--- config.mk ---
export PLATFORM = sky130hd
export DESIGN_NAME = llwf_div
export DESIGN_NICKNAME = d
export VERILOG_FILES = /design/src/rtl/local_lee_wiener_filter_assert.svh /design/src/rtl/llwf_pkg.sv /design/src/rtl/llwf_div.sv
export SDC_FILE = /design/constraint.sdc
export NUM_CORES = 1
export LEC_CHECK = 0
export CORE_MARGIN = 4
export CORE_UTILIZATION = 44
export DETAILED_ROUTE_END_ITERATION = 8
export DONT_BUFFER_PORTS = 1
export GPL_ROUTABILITY_DRIVEN = 0
export SYNTH_ARGS = -nofsm -noshare
export SYNTH_HDL_FRONTEND = slang
export SYNTH_SLANG_ARGS = --single-unit
--- constraint.sdc ---
create_clock -name i_clk -period 3.45 [get_ports i_clk]
set_input_delay 0.345 -clock i_clk [delete_from_list [all_inputs] [get_ports i_clk]]
set_output_delay 0.345 -clock i_clk [all_outputs]
set_load 0.01 [all_outputs]
--- src/rtl/local_lee_wiener_filter_assert.svh ---
// ----------------------------------------------------------------------------
// local lee wiener filter assertion macros
// shared property shapes, clocked on i_clk and disabled during reset
// ----------------------------------------------------------------------------
`ifndef LOCAL_LEE_WIENER_FILTER_ASSERT_SVH
`define LOCAL_LEE_WIENER_FILTER_ASSERT_SVH

// consequent checked in the same cycle as the antecedent
`define LLWF_ASSERT_SAME(label, ante, cons, msg) \
    label: assert property (@(posedge i_clk) disable iff (!i_rst_n) (ante) |-> (cons)) \
        else $error(msg);

// consequent checked in the cycle after the antecedent
`define LLWF_ASSERT_NEXT(label, ante, cons, msg) \
    label: assert property (@(posedge i_clk) disable iff (!i_rst_n) (ante) |=> (cons)) \
        else $error(msg);

`endif

--- src/rtl/llwf_pkg.sv ---
// ----------------------------------------------------------------------------
// llwf_pkg
// sizes, codes and shared types of the local lee wiener filter
// ----------------------------------------------------------------------------
package llwf_pkg;

    // frame store geometry
    localparam int MAX_CHANNELS    = 16;
    localparam int MAX_TICKS       = 1024;
    localparam int MAX_HALF_WINDOW = 7;

    // fixed field widths
    localparam int CMD_W      = 1;
    localparam int CH_W       = 4;
    localparam int TK_W       = 10;
    localparam int SMP_W      = 16;
    localparam int OUT_W      = 24;
    localparam int NC_W       = 5;
    localparam int NT_W       = 11;
    localparam int HW_W       = 3;
    localparam int NOISE_W    = 40;
    localparam int CFG_IDX_W  = 3;
    localparam int CFG_DATA_W = 40;

    localparam int RAM_DEPTH = MAX_CHANNELS * (1 << TK_W);

    // window statistics
    localparam int WIN_MAX   = (2 * MAX_HALF_WINDOW + 1) * (2 * MAX_HALF_WINDOW + 1);
    localparam int N_W       = $clog2(WIN_MAX + 1);
    localparam int NN_W      = 2 * N_W;
    localparam int SUM_W     = SMP_W + N_W;
    localparam int SMAG_W    = SUM_W;
    localparam int SQ1_W     = 2 * SMP_W;
    localparam int SQ_W      = 2 * SMP_W - 1 + N_W;
    localparam int NQ_W      = N_W + SQ_W;
    localparam int FRAC_W    = 8;
    localparam int GAIN_FRAC = 16;
    localparam int GAIN_W    = GAIN_FRAC + 1;
    localparam int MEAN_W    = SMP_W + FRAC_W + 1;
    localparam int DIFF_W    = MEAN_W + 1;
    localparam int PROD_W    = DIFF_W + GAIN_W + 1;
    localparam int CORR_W    = PROD_W - GAIN_FRAC;
    localparam int RES_W     = CORR_W + 2;
    localparam int MEAN_BITS = SMAG_W + FRAC_W;

    // shared divider
    localparam int DVD_W     = NOISE_W + GAIN_FRAC;
    localparam int DVS_W     = NOISE_W;
    localparam int DIV_CNT_W = $clog2(DVD_W + 1);

    // command codes
    localparam logic [CMD_W-1:0] CMD_WRITE  = 1'b0;
    localparam logic [CMD_W-1:0] CMD_FILTER = 1'b1;

    // register indexes
    localparam logic [CFG_IDX_W-1:0] REG_NUM_CHANNELS = 3'd0;
    localparam logic [CFG_IDX_W-1:0] REG_NUM_TICKS    = 3'd1;
    localparam logic [CFG_IDX_W-1:0] REG_HALF_WIN_CH  = 3'd2;
    localparam logic [CFG_IDX_W-1:0] REG_HALF_WIN_TK  = 3'd3;
    localparam logic [CFG_IDX_W-1:0] REG_NOISE_VAR    = 3'd4;

    // register reset values
    localparam logic [NC_W-1:0]    NC_RST    = 5'd16;
    localparam logic [NT_W-1:0]    NT_RST    = 11'd1024;
    localparam logic [HW_W-1:0]    HW_RST    = 3'd1;
    localparam logic [NOISE_W-1:0] NOISE_RST = '0;

    typedef struct packed {
        logic                 start;
        logic [DVD_W-1:0]     dividend;
        logic [DVS_W-1:0]     divisor;
        logic [DIV_CNT_W-1:0] steps;
    } t_div_req;

    typedef struct packed {
        logic             busy;
        logic             done;
        logic [DVD_W-1:0] quotient;
    } t_div_rsp;

endpackage

--- src/rtl/llwf_div.sv ---
// ----------------------------------------------------------------------------
// llwf_div
// shared restoring divider, one quotient bit per cycle
// ----------------------------------------------------------------------------
module llwf_div (
    input  logic               i_clk,
    input  logic               i_rst_n,
    input  llwf_pkg::t_div_req i_req,
    output llwf_pkg::t_div_rsp o_rsp
);
    import llwf_pkg::*;

    logic                 r_busy;
    logic                 r_done;
    logic [DIV_CNT_W-1:0] r_cnt;
    logic [DVS_W-1:0]     r_rem;
    logic [DVS_W-1:0]     r_dvs;
    logic [DVD_W-1:0]     r_quo;
    logic [DVS_W:0]       shifted;
    logic [DVS_W+1:0]     trial;
    logic                 fits;

    // dividend is left aligned by the caller, quotient collects in the low bits
    assign shifted = {r_rem, r_quo[DVD_W-1]};
    assign trial   = {1'b0, shifted} - {2'b00, r_dvs};
    assign fits    = !trial[DVS_W+1];

    always_ff @(posedge i_clk) begin
        if (!i_rst_n) begin
            r_busy <= 1'b0;
            r_done <= 1'b0;
            r_cnt  <= '0;
        end else begin
            r_done <= 1'b0;
            if (i_req.start) begin
                r_busy <= 1'b1;
                r_cnt  <= i_req.steps;
            end else if (r_busy) begin
                r_cnt <= r_cnt - DIV_CNT_W'(1);
                if (r_cnt == DIV_CNT_W'(1)) begin
                    r_busy <= 1'b0;
                    r_done <= 1'b1;
                end
            end
        end
    end

    always_ff @(posedge i_clk) begin
        if (i_req.start) begin
            r_quo <= i_req.dividend;
            r_dvs <= i_req.divisor;
            r_rem <= '0;
        end else if (r_busy) begin
            r_rem <= fits ? trial[DVS_W-1:0] : shifted[DVS_W-1:0];
            r_quo <= {r_quo[DVD_W-2:0], fits};
        end
    end

    assign o_rsp.busy     = r_busy;
    assign o_rsp.done     = r_done;
    assign o_rsp.quotient = r_quo;

endmodule

# Word level (Yosys, flattened, before mapping)
# Index checks and enable logic that the tools add are counted.
# W data, S select, Z words.
[classes]
n_bitwise = 2
n_eq_ne = 1
reduce_logical = 3
mux = 9
n_addsub = 2
[ops]
columns = ["op", "count"]
rows = [
  ["$mux W56", 2],
  ["$sub A41 B40 Y42", 1],
  ["$mux W40", 1],
  ["$mux W6", 2],
  ["$eq A6 B1 Y1 const B", 1],
  ["$sub A6 B1 Y6 const B", 1],
  ["$mux W1", 4],
  ["$reduce_or A3 Y1", 1],
  ["$not A1 Y1", 2],
  ["$reduce_bool A2 Y1", 1],
  ["$logic_not A1 Y1", 1],
]
[totals]
input_bits = 105
wordCells = 23
regBits = 144
output_inout_bits = 58

# Depth between registers and ports, before layout
[logic_depth]
word_depth = 4
mapped_depth = 14
mapped_depth_nobuf = 12

# Worst setup path after synthesis
# OpenSTA, ideal clock, no wires.
[synth_path]
kind = "reg-to-reg"
startpoint = "register r_quo[55]"
endpoint = "register r_rem[34]"
arrival_time_ns = 2.886
synth_period_minus_slack_ns = 2.965
path_stages_with_launch = 13
slack_ns = 0.485
n_path_buf = 0
required_time_ns = 3.371
setup_time_ns = 0.079
cell_sequence = "edfxtp_1 inv_1 ha_1 fa_1 nand2b_1 a211oi_2 o21ai_1 a211o_1 a21bo_1 o41ai_4 xor2_1 mux2i_1 a211oi_2"
[synth_via]
elab_chain_len = 2
[synth_rtl]
columns = ["element", "line", "rtl"]
rows = [
  ["from (decl)", "llwf_div.sv:18", "logic [DVD_W-1:0] r_quo;"],
  ["from (signal assigned)", "llwf_div.sv:50", "r_quo <= i_req.dividend;"],
  ["from (signal assigned)", "llwf_div.sv:55", "r_quo <= {r_quo[DVD_W-2:0], fits};"],
  ["$sub A41 B40 Y42", "llwf_div.sv:25", "assign trial = {1'b0, shifted} - {2'b00, r_dvs};"],
  ["$mux W40", "llwf_div.sv:54", "r_rem <= fits ? trial[DVS_W-1:0] : shifted[DVS_W-1:0];"],
  ["to (signal assigned)", "llwf_div.sv:54", ""],
  ["to (decl)", "llwf_div.sv:16", "logic [DVS_W-1:0] r_rem;"],
]
# No other way between the ends.
# A chain may end at the register's enable or synchronous reset.

# Worst setup path after layout
# Same ends and word-level chain as after synthesis.

==> flow_summary.ini <==
[pwr]
p_clk_frac = 0.358
intPower_mw = 3.46
p_per_area_mw_per_mm2 = 540
p_sw_frac = 0.303
power_leakage_nw = 3.70
ir_worst_vdd_mv = 0.330
switchingPower_mw = 1.51
finalPower_mw = 4.97
p_comb_frac = 0.204
power_frac_seq = 0.438

[synthesis]
synthAdderAreaFrac = 0.0671
synthesis.nets = 884
netlist-cell-type-count = 66
synth_top_area_frac = 0.355
syn_area_per_cell_um2 = 11.0
synthTopCellsByArea = edfxtp_1 (35%), dfxtp_1 (12%), mux2_2 (7.8%), ha_1 (6.5%), mux2i_1 (4.1%)
async_flop_share = 0
synth_common_cells = edfxtp_1 (96), nor2_1 (66), mux2_2 (56), inv_1 (51)
ys_ff_latch = 144
synth_xor_area_frac = 0.0420
synth_compound_area_frac = 0.155
synthCells = 736
synth_warnings = 0
synth_edf_count = 96
ys.flop_type = edfxtp_1
yosysMostFrequentCell = edfxtp_1
seq_area_frac_synth = 0.473
synth_area_mm2 = 0.00813
synth_top_family_by_area = compound AO/OA/AOI/OAI gates
synth_mux_area_frac = 0.118
synthSimpleGateAreaFrac = 0.0926
yosysTopAreaCell = edfxtp_1

[floorplanning]
ios = 163
die_h_um = 144
core_area_mm2 = 0.0181
die-area_mm2 = 0.0207
initial_utilization = 0.450
rows = 49
die_w_um = 144

[placed_design]
dpl.hpwl_mm = 12.3
dp_worst_setup_slack_ns = 0.284
io_buffers = 0

[setup_path]
crit_required_ns = 3.79
max_stage_delay_ns = 0.40
startpoint_type = flop
cpLargestDelayFamily = compound AO/OA/AOI/OAI gates
end_kind = flop
crit_path_cell_trace = inv_1 > ha_1 > fa_1 > nand2b_1 > a211oi_2 > o21ai_1 > a211o_1 > a21bo_1 > o41ai_4 > xor2_1 > mux2i_1 > a211oi_2
critPathKind = reg2reg
crit_top_cell = a211oi_2
slowest_stage = fa_1
crit_path_max_fanout = 3
critPathArrivalTime_ns = 3.49
cp_num_buf_inv = 1

[sta]
tns_ns = 0
rsz0062_at_grt = false
hold_violations = 0
period_needed_ns = 3.15
fmax_mhz = 317
clock_skew_ns = 0.0123
finalSetupViolCount = 0
relSlewSlack = 0.230
setup_ws_ns = 0.297
tightest_slew_ns = 1.16
post-route-period-util = 0.914
drv_slew = 0

[global_routing]
grt_antenna_before_repair = 1
gr-total-overflow = 0
grt_util_all_layers = 0.174
grt_pass1_vias = 5712
grt_max_degree = 144
grt_pass1_wl_mm = 28.7

[route]
remaining_drc_errors = 0
vias_per_cell = 5.52
ant_nets = 0
routed_wl_mm = 17.7
wl_per_cell_um = 17.5
drtPass1Iterations = 5
vias = 5572
drt_iter0_drc = 414

[clock_network]
cts_resized = 0
cts_buffers = 17
clk_latency_ns = 0.42
cts_root_buf = clkbuf_16
path_clk_slew_ns = 0.07
numClockSinks = 144
cts_htree_levels = 4
clk_path_buf_depth = 2
cts_tree = yes

[cells_and_area]
drive_gt1_frac = 0.140
fin_util = 0.509
final_nets = 915
syn_to_final_growth_pct = 13.2

[flow_run]
max_cap_viol_count = 0

[min_path]
hold_path_class = in2reg

[run_status]
status = finished clean
[through the flow]
step | area, um2 | std cells | hold WS [ns]
finish | 9200 | 1010 | 0.0665
detailed placement | 8220 | 936 | 0.444
floorplan | 8130 | 736 | 0.444
global placement | 8220 | 936 | 0.444
CTS | 9160 | 1005 | 0.000522
global route | 9200 | 1010 | 0.0159
[power groups by stage]
stage	sequential [mW]	clock (mW)	combinational, mW
final	2.17	1.78	1.01
after global routing	2.19	1.91	1.13
after CTS	2.18	1.83	1.01
after detailed placement	2.21	0	0.970
after global placement	2.21	0	0.957
after floorplan	2.17	0	0.855
[flip-flops by register name (all words and copies together) (netlist names)]
| register | count |
|---|---|
| r_quo | 56 |
| r_dvs | 40 |
| r_rem | 40 |
| r_cnt | 6 |
| r_busy | 1 |
| r_done | 1 |
[layout make-up]
cell class | count | area (um2)
Antenna cell | 1 | 2.50
Sequential cell | 144 | 3840
Fill cell | 1593 | 8880
Tap cell | 229 | 287
Clock buffer | 18 | 429
Clock inverter | 14 | 136
Timing Repair Buffer | 45 | 453
Multi-Input combinational cell | 508 | 3860
Inverter | 51 | 191
[path summary, 6_finish.rpt]
path / start / end / slack (ns) / depth (start not counted)
worst max-delay path: r_quo[55] / r_rem[34] / 0.30 / 12
worst min-delay path: i_req[3] / r_cnt[3] / 0.07 / 2
worst max register to register: r_quo[55] / r_rem[34] / 0.30 / 12
worst min register to register: r_rem[26] / r_rem[26] / 0.49 / 2
[per-layer routing]
layer,routed length [um],track usage,vias to the layer above
met2,8040,0.268,181
met4,134,0.0421,0
met5,0,0,-
met3,1640,0.0832,8
li1,-,-,2770
met1,7900,0.221,2613
[what timing repair did]
action	in CTS	in global routing
endpoints found under the hold margin	46	4
hold buffers	37	4
buffers inserted	0	0
[layout by cell type, fill, tap and decap left out, types with 17 or more instances in the layout]
cell,Yosys,final
xnor2_1,25,25
mux2i_1,33,33
nor2_1,66,66
edfxtp_1,96,96
nand2_1,32,32
ha_1,42,42
dlygate4sd3_1,1,41
a211oi_1,33,33
mux2_2,56,56
dfxtp_1,48,47
inv_1,51,50
clkbuf_16,0,17
a21oi_1,48,48
a21o_1,25,25
[cells by family (layout without fill, tap and decap cells)]
| group | Yosys count | after routing |
|---|---|---|
| DFF | 144 | 144 |
| muxes | 89 | 89 |
| xor gates and xnor gates | 39 | 39 |
| and+or+nand+nor | 159 | 159 |
| AOI/OAI and AO/OA | 178 | 178 |
| buffers and inverters | 84 | 128 |
| other | 0 | 1 |
| adders and majority gates | 43 | 43 |
Power figures use the tool's default switching activity.
